## src/design/kmp_pkg.sv

```systemverilog
// Shared types and constants for the keypad matrix port.
package kmp_pkg;

   localparam int NUM_COLUMNS = 4;
   localparam int NUM_ROWS    = 5;

   localparam logic [NUM_ROWS-1:0] ROW_MASK = '1;

   localparam logic [1:0] OP_READ  = 2'd0;
   localparam logic [1:0] OP_WRITE = 2'd1;
   localparam logic [1:0] OP_KEY   = 2'd2;
   localparam logic [1:0] OP_TICK  = 2'd3;

   localparam logic [1:0] SIZE_BYTE = 2'd0;
   localparam logic [1:0] SIZE_HALF = 2'd1;
   localparam logic [1:0] SIZE_WORD = 2'd2;

   localparam logic [1:0] HW_CTRL = 2'd0;
   localparam logic [1:0] HW_STAT = 2'd1;
   localparam logic [1:0] HW_DDR  = 2'd2;
   localparam logic [1:0] HW_DATA = 2'd3;

   typedef struct packed {
      logic [1:0]  operation;
      logic [3:0]  reg_offset;
      logic [1:0]  access_size;
      logic [31:0] write_data;
      logic [2:0]  key_column;
      logic [2:0]  key_row;
      logic        key_pressed;
   } req_type;

   typedef struct packed {
      logic [31:0] read_data;
      logic        irq_level;
      logic        access_error;
   } rsp_type;

endpackage

```

## src/design/kmp_regs.sv

```systemverilog
// Register file, key matrix and per-item result logic of the keypad port.
module kmp_regs
   import kmp_pkg::*;
(
   input  logic    clock,
   input  logic    reset,
   input  logic    fire,
   input  req_type item,
   output rsp_type result
);

   logic [15:0]         control_ff, control_in;
   logic [15:0]         ddr_ff, ddr_in;
   logic [7:0]          drive_ff, drive_in;
   logic [1:0]          flags_ff, flags_in;
   logic [1:0]          enables_ff, enables_in;
   logic [NUM_ROWS-1:0] keys_ff [NUM_COLUMNS];
   logic [NUM_ROWS-1:0] keys_in [NUM_COLUMNS];

   logic [NUM_ROWS-1:0] rows;
   logic [15:0]         data_view;
   logic [15:0]         stat_view;
   logic [1:0]          idx;
   logic [1:0]          idx_hi;
   logic                access_ok;
   logic                is_access;
   logic [15:0]         half_lo;
   logic [15:0]         half_hi;
   logic [15:0]         merged;
   logic [3:0]          we;
   logic [15:0]         wv [4];
   logic                key_hit;
   logic                key_now;
   logic                any_key;
   logic [1:0]          flags_wr;

   function automatic logic [15:0] read_half(input logic [1:0] sel,
                                             input logic [15:0] ctrl,
                                             input logic [15:0] stat,
                                             input logic [15:0] ddr,
                                             input logic [15:0] data);
      logic [15:0] v;
      case (sel)
         HW_CTRL: v = ctrl;
         HW_STAT: v = stat;
         HW_DDR:  v = ddr;
         default: v = data;
      endcase
      return v;
   endfunction

   always_comb begin
      rows = ROW_MASK;
      for (int c = 0; c < NUM_COLUMNS; c++) begin
         if (!drive_ff[c]) begin
            rows = rows & ~keys_ff[c];
         end
      end
      any_key = 1'b0;
      for (int c = 0; c < NUM_COLUMNS; c++) begin
         any_key = any_key | (|keys_ff[c]);
      end
   end

   assign data_view = {drive_ff, 8'(rows)};
   assign stat_view = {6'b0, enables_ff, 6'b0, flags_ff};

   assign idx    = item.reg_offset[2:1];
   assign idx_hi = idx + 2'd1;
   assign is_access = (item.operation == OP_READ) || (item.operation == OP_WRITE);

   always_comb begin
      case (item.access_size)
         SIZE_BYTE: access_ok = !item.reg_offset[3];
         SIZE_HALF: access_ok = !item.reg_offset[3] && !item.reg_offset[0];
         SIZE_WORD: access_ok = !item.reg_offset[3] && !item.reg_offset[0] && (idx != 2'd3);
         default:   access_ok = 1'b0;
      endcase
   end

   assign half_lo = read_half(idx, control_ff, stat_view, ddr_ff, data_view);
   assign half_hi = read_half(idx_hi, control_ff, stat_view, ddr_ff, data_view);
   assign merged  = item.reg_offset[0] ? {item.write_data[7:0], half_lo[7:0]}
                                       : {half_lo[15:8], item.write_data[7:0]};

   always_comb begin
      we = '0;
      for (int i = 0; i < 4; i++) begin
         wv[i] = item.write_data[15:0];
      end
      if (item.operation == OP_WRITE && access_ok) begin
         case (item.access_size)
            SIZE_BYTE: begin
               we[idx] = 1'b1;
               wv[idx] = merged;
            end
            SIZE_HALF: begin
               we[idx] = 1'b1;
            end
            default: begin
               we[idx]    = 1'b1;
               we[idx_hi] = 1'b1;
               wv[idx_hi] = item.write_data[31:16];
            end
         endcase
      end
   end

   always_comb begin
      key_hit = ({1'b0, item.key_column} < 4'(NUM_COLUMNS))
             && ({1'b0, item.key_row} < 4'(NUM_ROWS));
      key_now = 1'b0;
      for (int c = 0; c < NUM_COLUMNS; c++) begin
         keys_in[c] = keys_ff[c];
         for (int r = 0; r < NUM_ROWS; r++) begin
            if (item.key_column == 3'(c) && item.key_row == 3'(r)) begin
               key_now = keys_ff[c][r];
               if (item.operation == OP_KEY) begin
                  keys_in[c][r] = item.key_pressed;
               end
            end
         end
      end

      control_in = we[HW_CTRL] ? wv[HW_CTRL] : control_ff;
      ddr_in     = we[HW_DDR] ? wv[HW_DDR] : ddr_ff;
      drive_in   = we[HW_DATA] ? wv[HW_DATA][15:8] : drive_ff;
      enables_in = we[HW_STAT] ? wv[HW_STAT][9:8] : enables_ff;
      flags_wr   = we[HW_STAT] ? (flags_ff & ~wv[HW_STAT][1:0]) : flags_ff;

      case (item.operation)
         OP_KEY: begin
            flags_in = flags_ff;
            if (key_hit && key_now != item.key_pressed) begin
               flags_in = item.key_pressed ? (flags_ff | 2'b01) : (flags_ff | 2'b10);
            end
         end
         OP_TICK: begin
            flags_in = (any_key && enables_ff[0]) ? (flags_ff | 2'b01) : flags_ff;
         end
         default: begin
            flags_in = flags_wr;
         end
      endcase
   end

   always_comb begin
      result.read_data    = '0;
      result.access_error = is_access && !access_ok;
      result.irq_level    = |(flags_in & enables_in);
      if (item.operation == OP_READ && access_ok) begin
         case (item.access_size)
            SIZE_BYTE: result.read_data = {24'b0, item.reg_offset[0] ? half_lo[15:8]
                                                                     : half_lo[7:0]};
            SIZE_HALF: result.read_data = {16'b0, half_lo};
            default:   result.read_data = {half_hi, half_lo};
         endcase
      end
   end

   always_ff @(posedge clock) begin
      if (reset) begin
         control_ff <= '0;
         ddr_ff     <= '0;
         drive_ff   <= '0;
         flags_ff   <= '0;
         enables_ff <= '0;
         for (int c = 0; c < NUM_COLUMNS; c++) begin
            keys_ff[c] <= '0;
         end
      end else if (fire) begin
         control_ff <= control_in;
         ddr_ff     <= ddr_in;
         drive_ff   <= drive_in;
         flags_ff   <= flags_in;
         enables_ff <= enables_in;
         for (int c = 0; c < NUM_COLUMNS; c++) begin
            keys_ff[c] <= keys_in[c];
         end
      end
   end

endmodule

```

## src/design/keypad_matrix_port_unit.sv

```systemverilog
// Top level of the keypad matrix port: input register, register file and result register.
//
//   channel  direction  payload   transfer when
//   req      in         req_type  req_valid && req_ready
//   rsp      out        rsp_type  rsp_valid && rsp_ready
//
// From request transfer to result valid, each item sits in the input register while the
// register file logic forms its result, which the result register takes once it is free or its result is taken.
// One item is accepted every cycle while results are taken.
// Synchronous reset clears the valid bits, the port registers, flags, enables and the key matrix.
// A stalled result holds its register; the input register still takes one more item if empty.
module keypad_matrix_port_unit
   import kmp_pkg::*;
(
   input  logic    clock,
   input  logic    reset,
   input  logic    req_valid,
   output logic    req_ready,
   input  req_type req_payload,
   output logic    rsp_valid,
   input  logic    rsp_ready,
   output rsp_type rsp_payload
);

   req_type in_ff;
   logic    in_valid_ff;
   rsp_type out_ff;
   logic    out_valid_ff;
   rsp_type result;
   logic    advance;
   logic    fire;

   assign advance   = !out_valid_ff || rsp_ready;
   assign fire      = in_valid_ff && advance;
   assign req_ready = !in_valid_ff || advance;

   kmp_regs u_regs (
      .clock  (clock),
      .reset  (reset),
      .fire   (fire),
      .item   (in_ff),
      .result (result)
   );

   always_ff @(posedge clock) begin
      if (reset) begin
         in_valid_ff  <= 1'b0;
         out_valid_ff <= 1'b0;
      end else begin
         if (req_valid && req_ready) begin
            in_valid_ff <= 1'b1;
         end else if (fire) begin
            in_valid_ff <= 1'b0;
         end
         if (fire) begin
            out_valid_ff <= 1'b1;
         end else if (rsp_ready) begin
            out_valid_ff <= 1'b0;
         end
      end
   end

   always_ff @(posedge clock) begin
      if (req_valid && req_ready) begin
         in_ff <= req_payload;
      end
      if (fire) begin
         out_ff <= result;
      end
   end

   assign rsp_valid   = out_valid_ff;
   assign rsp_payload = out_ff;

endmodule

```

## config.mk

```make
export PLATFORM = sky130hd
export DESIGN_NAME = keypad_matrix_port_unit
export DESIGN_NICKNAME = d
export VERILOG_FILES = /design/src/design/kmp_pkg.sv /design/src/design/kmp_regs.sv /design/src/design/keypad_matrix_port_unit.sv
export SDC_FILE = /design/constraint.sdc
export NUM_CORES = 1
export LEC_CHECK = 0
export ABC_AREA = 1
export BUFFER_PORTS_ARGS = -buffer_cell sky130_fd_sc_hd__buf_2
export CORE_MARGIN = 2
export CORE_UTILIZATION = 60
export CTS_BUF_LIST = sky130_fd_sc_hd__clkbuf_4
export DETAILED_ROUTE_END_ITERATION = 10
export PLACE_DENSITY = 0.81
export SYNTH_ARGS = -nofsm -noshare
export SYNTH_HDL_FRONTEND = slang
export SYNTH_HIERARCHICAL = 1
export SYNTH_SLANG_ARGS = --single-unit
```

## constraint.sdc

```tcl
create_clock -name clock -period 6.7 [get_ports clock]
set_input_delay 1.34 -clock clock [delete_from_list [all_inputs] [get_ports clock]]
set_output_delay 1.34 -clock clock [all_outputs]
set_load 0.01 [all_outputs]
```

# After elaboration in Yosys (flattened, before gate mapping)
# Memory sizes are Yosys's and may differ from the RTL's.
# Cells that the tools add are included.
# classes
n_addsub	1
n_lt_le_gt_ge	10
eq_ne	18
mux	103
bitwise	20
reduce_logical	59
# op_table
op	n
$bwmux W64	2
$pmux W64 S2	1
$pmux W16 S3	2
$mux W1	72
$demux W16 S2	2
$mux W64	1
$pmux W32 S2	1
$mux W16	3
$mux W5	8
$logic_and A1 B1 Y1	34
$not A5 Y5	4
$reduce_or A5 Y1	4
$and A5 B5 Y5	3
$eq A3 B2 Y1 const B	4
$eq A2 B2 Y1 const B	5
$eq A2 B1 Y1 const B	4
$logic_not A2 Y1	4
$mux W2	4
$mux W4	2
$mux W8	1
$or A1 B1 Y1	7
$eq A3 B1 Y1 const B	2
$ge A3 B3 Y1 const B	2
$logic_not A3 Y1	2
20 further kinds	37
# word_totals
regBits	127
ram_bits	20
output_inout_bits	36
elab_cells	229
memories	1
# mem_list
name	words	width	read_ports	rd_ports_with_merged_regs	wr	line	source
u_regs.keys_ff	4	5	4	0	4	kmp_regs.sv:17	logic [NUM_ROWS-1:0] keys_ff [NUM_COLUMNS];

# Longest topological paths before layout
# Gate-level depths: netlist of run 1.
# logic_depth
depth_word	28
depth_mapped	20
depth_no_buf	20

# By module
# Netlist of run 1, hierarchy kept.
# modules_own_cells
mod	n_inst	cells_per_inst	area_per_inst_um2	seq_area_each_um2
kmp_regs	1	852	5541.6	1481.4
keypad_matrix_port_unit	1	93	2523.7	2472.4

# Worst setup path before layout of run 1
# OpenSTA, ideal clock, no wires.
# synth_path
path_type	input to register
start	input rsp_ready
end	memory u_regs.keys_ff[0][0], data pin
t_arrival_ns	4.186
slack_ns	2.241
cell_stages	6
n_path_buf	0
cell_sequence	inv_1 -> a21oi_1 -> inv_1 -> nor2_1 -> inv_1 -> nor2_1
# synth_rtl
item	line	source
start: declaration	keypad_matrix_port_unit.sv:21	input logic rsp_ready,
end: declaration	kmp_regs.sv:17	

==> results of run 1 <==
path summary, 6_finish.rpt:
kind | from | endpoint | slack (ps) | depth (start not counted)
max | in_ff[43] | rsp_payload[1] | 3220 | 16
min | u_regs/control_ff[4] | u_regs/control_ff[4] | 500 | 2
max reg2reg | in_ff[43] | rsp_payload[1] | 3220 | 16
min reg2reg | u_regs/control_ff[4] | u_regs/control_ff[4] | 500 | 2
final cells by class:
cell class,count,area share (%)
Sequential cell,147,44.5
Multi-Input combinational cell,623,38.7
Timing Repair Buffer,97,5.78
Inverter,117,4.98
Tap cell,176,2.48
Clock inverter,12,1.85
Clock buffer,20,1.69
cell families after synthesis:
kind of cell / Yosys count / synth area share, %
buf+inv: 175 / 8.53
flops: 147 / 49.0
fa+ha+maj: 7 / 1.09
compound gates: 360 / 27.8
simple gates: 256 / 13.6
layer usage:
| layer | up-vias | global-route usage [%] | part of all wire [%] |
|---|---|---|---|
| met1 | 3433 | 46.4 | 41 |
| met2 | 569 | 46.9 | 43 |
| met5 | - | 0 | 0 |
| li1 | 3516 | - | - |
| met3 | 63 | 9.70 | 14 |
| met4 | 0 | 10.3 | 2.4 |
through the flow:
step / setup slack (ps) / area, um^2 / cells / power (uW)
3_3_place_gp: 3380 / 8560 / 1160 / 1270
5_1_grt: 3080 / 8880 / 1192 / 1940
3_5_place_dp: 3280 / 8560 / 1160 / 1270
6_report: 3220 / 8880 / 1192 / 1870
4_1_cts: 3390 / 8880 / 1192 / 1870
2_1_floorplan: 2240 / 8070 / 945 / 1190
layout by cell type, fill, tap and decap left out, types with 5 or more instances in the layout:
cell	synthesis	routed
nand2_1	152	152
o21ai_0	125	125
inv_1	108	107
edfxtp_1	101	101
a21oi_1	95	94
buf_2	8	86
nor2_1	55	55
dfxtp_1	46	46
o211ai_1	34	34
clkbuf_4	0	20
nand3_1	18	18
o31ai_1	17	17
a41oi_1	17	17
a221oi_1	16	16
o22ai_1	16	16
buf_4	3	11
nand4_1	9	9
a221oi_2	8	8
ha_1	7	7
inv_2	5	6
clkinv_1	3	6
a31oi_1	6	6
a211oi_1	5	5
flip-flops by register name, indices dropped and copies added, names as in the netlist:
name	count
in_ff	47
in_valid_ff	1
rsp_payload	34
rsp_valid	1
u_regs/control_ff	16
u_regs/ddr_ff	16
u_regs/drive_ff	8
u_regs/enables_ff	2
u_regs/flags_ff	2
u_regs/keys_ff	20
tightest hold or removal path: cells and delay by family, from the launching register on:
kind | cells | cell delay, ps
DFF | 1 | 330
buffers and inverters | 1 | 70
AOI/OAI and AO/OA | 1 | 60
power by group through the flow:
stage	Sequential (uW)	Combinational, uW	Clock [uW]
after floorplan	1050	145	0
after global placement	1050	211	0
after detailed placement	1050	214	0
after CTS	1030	215	619
after global routing	1040	244	659
final	1040	223	615
==> results.cfg, run 1 <==
[outcome]
status = finished clean

[setup_path]
cpPeakStageDelay_ps = 480
critPathBufInv = 3
worst-setup-path-type = reg -> reg
crit_required_ps = 7030
crit_chain = inv_1, ha_1, buf_4, inv_1, o22ai_1, a211oi_1, a21oi_1, nand2_1, o21ai_0, nand2_1, a21oi_1, o21ai_0, nand2_1, nand2_1, nand2_1, nand2_1
end_kind = flop
worstPathMaxFanout = 37
crit_top_cell = nand2_1
cp_top_family = compound AO/OA/AOI/OAI gates
worstPathArrival_ps = 3820
critPathLaunchType = flop
slowest_stage = inv_1

[power]
p_leak_uw = 0.00335
p_int_uw = 1370
swShare_pct = 26.7
power_frac_comb_pct = 11.9
powerDensity_nw_per_um2 = 211
vdd_drop_max_v = 0.000127
power_frac_seq_pct = 55.3
switchingPower_uw = 500
clkPwrFrac_pct = 32.8

[grt]
antenna_found_initial = 0
grt_max_degree = 51
grt_pass1_vias = 6855
grt_first_pass_wirelength_um = 35900
grtUsageTotal_pct = 32.3
overflow = 0

[floorplan]
placementRows = 42
dieWidth_um = 120
ioPinCount = 87
initial_core_util_pct = 61.1
die-area_um2 = 14400
coreArea_um2 = 13200
die_y_um = 120

[yosys]
synth_nets = 1003
ys.flop_type = edfxtp_1
synthArstFlopShare_pct = 0
ys_seq_area_share_pct = 49.0
synth.distinct_cells = 46
yosys.area.top_type = edfxtp_1
synth_cells = 945
syn_area_um2 = 8070
synth-edff-count = 101
avgSynthCellArea_um2 = 8.53
synth-seq-cells = 147
synth.top_cell.area_share_pct = 37.6
yosys-top-cells-area = edfxtp_1, dfxtp_1, o21ai_0
synth_warnings = 6
synth.most_common_cell = nand2_1
ys_top_cells_by_count = nand2_1, o21ai_0, inv_1

[timing]
rsz0062_at_grt = no
tightestPinTransition_ps = 948
finalSetupViolations = 0
tns_ps = 0
whs_ps = 499
drv_slew = 0
min_period_over_period_pct = 52.0
hold_viol_final = 0
maxSlewHeadroom_pct = 36.7
max_freq_ghz = 0.287
finClkSkew_ps = 22.0
finalCriticalPeriod_ps = 3480

[cts]
cts_setup_buffers = 0
cts_resized = 0
clockBufferDepth = 2
htreeDepth = 4
cts_buffers = 17
clk_transition_reported_paths_ps = 120
cts_sinks = 147
cts_tree = built
worstSkewPairLatency_ps = 580
clockRootBuffer = clkbuf_4
postCtsHoldBufs = 0

[routing]
drt_iter0_drc = 1183
via_per_inst = 6.36
post_drt_wl_per_cell_um = 18.8
wirelength_um = 22400
final_antenna_net_count = 0
drc = 0
vias = 7581
dr.pass1.iters = 6

[place]
dp_hpwl_um = 15200
place.gp.congestion = 0.970
numPortBuffers = 86

[cells_and_area]
multi_input_area_um2 = 3430
n_antenna_cell = 0
fill_cells = 1123
final_util_pct = 67.3
area_growth_pct = 10.1
drive_above_1_share_pct = 15.7
area.sequential_um2 = 3950
nNetsFinal = 1061

[min_path]
worstHoldPathType = reg -> reg

[flow_run]
drv_cap = 0
Note: power is estimated with default switching activity, not from simulation.
==> run 2, diff against run 1 <==
--- a/config.mk
+++ b/config.mk
@@ -8,10 +8,10 @@
 export ABC_AREA = 1
 export BUFFER_PORTS_ARGS = -buffer_cell sky130_fd_sc_hd__buf_2
 export CORE_MARGIN = 2
-export CORE_UTILIZATION = 60
+export CORE_UTILIZATION = 55
 export CTS_BUF_LIST = sky130_fd_sc_hd__clkbuf_4
 export DETAILED_ROUTE_END_ITERATION = 10
-export PLACE_DENSITY = 0.81
+export PLACE_DENSITY = 0.78
 export SYNTH_ARGS = -nofsm -noshare
 export SYNTH_HDL_FRONTEND = slang
 export SYNTH_HIERARCHICAL = 1
==> constraint.sdc (replaced) <==
create_clock -name clock -period 3.1 [get_ports clock]
set_input_delay 0.62 -clock clock [delete_from_list [all_inputs] [get_ports clock]]
set_output_delay 0.62 -clock clock [all_outputs]
set_load 0.01 [all_outputs]
==> run 2 against run 1 <==
Utilization fell by 4.9 points. Wire length rose by 3.4%. Hold slack got worse by 290 ps. Flip-flop and latch count did not move. Clock power rose by 120%. Clock skew fell by 3.4 ps. Non-clock buffer count rose by 13. Clock-buffer cell count did not move. Critical endpoint is now u_regs/ddr_ff[13]. Largest cell class unchanged.
==> results.cfg, run 2 (synthesis results as in run 1) <==
[cts]
cts_sinks = 147
cts_setup_buffers = 0
worstSkewPairLatency_ps = 580
postCtsHoldBufs = 0
clockRootBuffer = clkbuf_4
htreeDepth = 4
clockBufferDepth = 2
clk_transition_reported_paths_ps = 120
cts_buffers = 17
cts_tree = built

[floorplan]
ioPinCount = 87
dieWidth_um = 125
initial_core_util_pct = 55.9
die_y_um = 125
die-area_um2 = 15600
coreArea_um2 = 14400
placementRows = 44

[timing]
maxSlewHeadroom_pct = 36.4
min_period_over_period_pct = 88.5
max_freq_ghz = 0.364
hold_viol_final = 0
setup_slack_ps = 356
drv_slew = 0
finalSetupViolations = 0
finClkSkew_ps = 18.6
tightestPinTransition_ps = 953
tns_ps = 0
whs_ps = 208
rsz0062_at_grt = no
finalCriticalPeriod_ps = 2740

[place]
numPortBuffers = 86
place_ws_ps = 241
place_area_um2 = 8680
place.gp.congestion = 1.06
dp_hpwl_um = 16400

[grt]
antenna_found_initial = 1
grt_first_pass_wirelength_um = 36300
busiest_layer = met2
grtUsageMet2_pct = 42.8
grt_max_degree = 37
grt_use_met3_pct = 8.00
grt_pass1_vias = 6674
grtUsageTotal_pct = 29.4
overflow = 0
gr-usage-met1_pct = 42.4

[routing]
drc = 0
via_per_inst = 6.20
dr.pass1.iters = 6
post_drt_wl_per_cell_um = 19.1
wirelength_um = 23200
final_antenna_net_count = 0
drt_iter0_drc = 1044
vias = 7529

[cells_and_area]
area_growth_pct = 11.7
fin_area_um2 = 9010
final_common_cell = nand2_1
drive_above_1_share_pct = 16.8
final_cell_mix = nand2_1, o21ai_0, inv_1, edfxtp_1, a21oi_1
nNetsFinal = 1074
largest_register_ffs = 47
top_register = in_ff

[setup_path]
end_kind = flop
crit_required_ps = 3610
critPathLaunchType = flop
worst-setup-path-type = reg -> reg
worstPathMaxFanout = 28
worstPathArrival_ps = 3250

[outcome]
status = finished clean

[power]
power_uw = 4070
vdd_drop_max_v = 0.000287
p_leak_uw = 0.00342
powerDensity_nw_per_um2 = 452

[flow_run]
drv_cap = 0

[min_path]
worstHoldPathType = in -> reg
-- run 2: cell count changes in the layout (fill, tap and decap cells not counted), sizes merged --
cell	previous run	this run
clkinv	8	9
diode	0	2
clkinvlp	3	2
buf	97	110
-- run 2: worst paths after layout --
path                              from              endpoint  slack (ps)  cells after the start
hold reg to reg   u_regs/control_ff[4]  u_regs/control_ff[4]         500                      2
setup / recovery             in_ff[42]     u_regs/ddr_ff[13]         360                     11
setup reg to reg             in_ff[42]     u_regs/ddr_ff[13]         360                     11
hold / removal          req_payload[4]              in_ff[4]         210                      1
-- run 2: layout make-up --
cell class | count | area [um^2]
Tap cell | 184 | 230
Timing Repair Buffer | 110 | 623
Inverter | 117 | 445
Sequential cell | 147 | 3950
Clock buffer | 20 | 150
Multi-Input combinational cell | 623 | 3430
Antenna cell | 2 | 5.00
Clock inverter | 12 | 165
Fill cell | 1296 | 5420
-- run 2: routing by layer --
metal,vias up,wire [um]
li1,3545,-
met1,3446,9920
met2,485,10000
met3,53,2760
met4,0,490
met5,-,0
-- run 2: power breakdown --
group | leakage (uW) | total (uW) | internal (uW) | switching [uW]
combinational | 0.00188 | 502 | 154 | 348
sequential | 0.00137 | 2230 | 2170 | 64.3
clock | 0.000167 | 1340 | 657 | 679
-- run 2: repair_timing --
item,4_1_cts,5_1_grt
endpoints found under the setup margin,0,7
gates resized for setup,0,1
hold endpoints to repair,0,0
-- run 2: worst max-delay path, stage by stage (launching register included) --
cell and delay (ps):
edfxtp_1 460, ha_1 280, inv_2 70, nand2_1 50
a21oi_1 130, o21a_1 190, nand3_2 240, inv_4 290
nand3_2 180, clkinvlp_4 410, o21ai_0 150, a41oi_1 210
-- run 2: per-stage QoR --
stage | utilization, % | cells
final | 62.4 | 1215
after global placement | 60.2 | 1181
after detailed placement | 60.2 | 1181
after CTS | 62.4 | 1213
after global routing | 62.4 | 1215
after floorplan | - | 945
==> run 3, diff against run 2 <==
--- a/config.mk
+++ b/config.mk
@@ -7,7 +7,7 @@
 export LEC_CHECK = 0
 export ABC_AREA = 1
 export BUFFER_PORTS_ARGS = -buffer_cell sky130_fd_sc_hd__buf_2
-export CORE_MARGIN = 2
+export CORE_MARGIN = 3
 export CORE_UTILIZATION = 55
 export CTS_BUF_LIST = sky130_fd_sc_hd__clkbuf_4
 export DETAILED_ROUTE_END_ITERATION = 10
==> run 3 against run 2 <==
Critical path depth grew 5. Utilization grew 1.2 points. Die area grew 3.2%. Flip-flop and latch count is the same. Fmax shrank 5.5%. Register-to-register slack lost 160 ps. Clock power shrank 11%. Power shrank 3.5%. Via count grew 1.3%. Hold slack lost 4.1 ps. Final area shrank 0.33%. Setup slack lost 160 ps.
==> results.cfg, run 3 (synthesis results as in run 1) <==
[cts]
cts_tree = built
clk_transition_reported_paths_ps = 140
postCtsHoldBufs = 0
clockBufferDepth = 2
worstSkewPairLatency_ps = 580
cts_sinks = 147
htreeDepth = 4
clockRootBuffer = clkbuf_4
cts_resized = 0
cts_buffers = 17
cts_setup_buffers = 0

[setup_path]
critPathLaunchType = flop
end_kind = flop
worstPathMaxFanout = 34
crit_required_ps = 3440
r2r_cells = 16
worstPathArrival_ps = 3240
worst-setup-path-type = reg -> reg

[floorplan]
initial_core_util_pct = 57.2
coreArea_um2 = 14100
dieWidth_um = 127
die-area_um2 = 16200
placementRows = 43
die_y_um = 127
ioPinCount = 87

[cells_and_area]
top_register = in_ff
drive_above_1_share_pct = 17.2
largest_register_ffs = 47
fill_cells = 1214
area_growth_pct = 11.3
stdcell_count = 1212
nNetsFinal = 1076
final_cell_mix = nand2_1, o21ai_0, inv_1, edfxtp_1, a21oi_1
area.sequential_um2 = 3950
final_common_cell = nand2_1
multi_input_area_um2 = 3440

[power]
power_frac_comb_pct = 13.0
p_leak_uw = 0.00339
power_frac_seq_pct = 56.8
powerDensity_nw_per_um2 = 438
switchingPower_uw = 1130
p_int_uw = 2810
vdd_drop_max_v = 0.000336
swShare_pct = 28.6
clkPwrFrac_pct = 30.2

[routing]
via_per_inst = 6.29
final_antenna_net_count = 0
post_drt_wl_per_cell_um = 19.9
drt_iter0_drc = 1036
drc = 0
wirelength_um = 24200
vias = 7627
dr.pass1.iters = 5

[place]
dp_hpwl_um = 17200
numPortBuffers = 86
dp_cells = 1179
place.gp.congestion = 1.00

[grt]
busiest_layer = met2
grt_pass1_vias = 6850
overflow = 0
grt_use_met3_pct = 7.53
grtUsageTotal_pct = 29.8
gr-usage-met1_pct = 42.8
grt_first_pass_wirelength_um = 37400
grt_max_degree = 48
grtUsageMet2_pct = 44.6
antenna_found_initial = 1

[timing]
finalCriticalPeriod_ps = 2900
tightestPinTransition_ps = 1010
finClkSkew_ps = 23.6
drv_slew = 0
finalSetupViolations = 0
max_freq_ghz = 0.345
maxSlewHeadroom_pct = 32.8
tns_ps = 0
min_period_over_period_pct = 93.6
rsz0062_at_grt = no
hold_viol_final = 0

[flow_run]
drv_cap = 0

[outcome]
status = finished clean

[min_path]
hold_path_depth = 1
worstHoldPathType = in -> reg
==> run 3: changes by cell type in the layout (fill, tap and decap cells not counted), sizes merged <==
| cell | change |
|---|---|
| inv | +1 |
| buf | +2 |
| clkbuf | -2 |
| clkinvlp | +5 |
| diode | -1 |
| bufinv | -2 |
| clkinv | -2 |
==> run 3: layout make-up <==
type	count	area share, %
inverters	117	4.96
clock buffers	18	1.51
flip-flops and latches	147	44.0
well taps	180	2.51
multi-input cells	623	38.3
repair buffers	112	7.11
diodes	1	0.0279
clock inverters	14	1.55
==> run 3: critical path: stages (launching register included) <==
cell and delay [ps]:
edfxtp_1 470, inv_1 150, ha_1 230, buf_12 220
nand2_1 80, a32oi_1 380, nand2_1 130, o21ai_0 180
nand2_1 90, nand2_1 70, nand2_1 40, nand3_1 100
a21boi_0 130, o211ai_1 180, nand2_1 100, nand2_1 60
nand2_1 40
==> run 3: power by group through the flow <==
stage / sequential, uW / clock [uW] / combinational, uW
finish: 2230 / 1190 / 513
global route: 2240 / 1300 / 558
CTS: 2230 / 1200 / 498
detailed placement: 2280 / 0 / 496
global placement: 2270 / 0 / 490
floorplan: 2260 / 0 / 313
==> run 3: per-layer routing <==
layer,wire length [um],up-vias,part of all wire [%]
met5,0,-,0
met4,657,0,2.7
met1,10100,3481,42
met2,10500,523,43
li1,-,3556,-
met3,2910,67,12
==> run 3: path summary, 6_finish.rpt <==
kind	from	to	slack, ps
worst max register to register	in_ff[42]	rsp_payload[1]	200
worst min-delay path	req_payload[38]	in_ff[38]	200
worst max-delay path	in_ff[42]	rsp_payload[1]	200
worst min register to register	u_regs/control_ff[2]	u_regs/control_ff[2]	490
==> run 3: through the flow <==
| step | total power, uW | util, % | hold WS (ps) | setup slack (ps) | instance area [um^2] |
|---|---|---|---|---|---|
| global route | 4100 | 63.7 | 160 | 62.3 | 8980 |
| global placement | 2760 | 61.7 | 469 | 299 | 8690 |
| CTS | 3930 | 63.6 | 180 | 168 | 8970 |
| detailed placement | 2770 | 61.7 | 473 | 197 | 8690 |
| floorplan | 2570 | - | 459 | 181 | 8070 |
| finish | 3930 | 63.7 | 204 | 198 | 8980 |
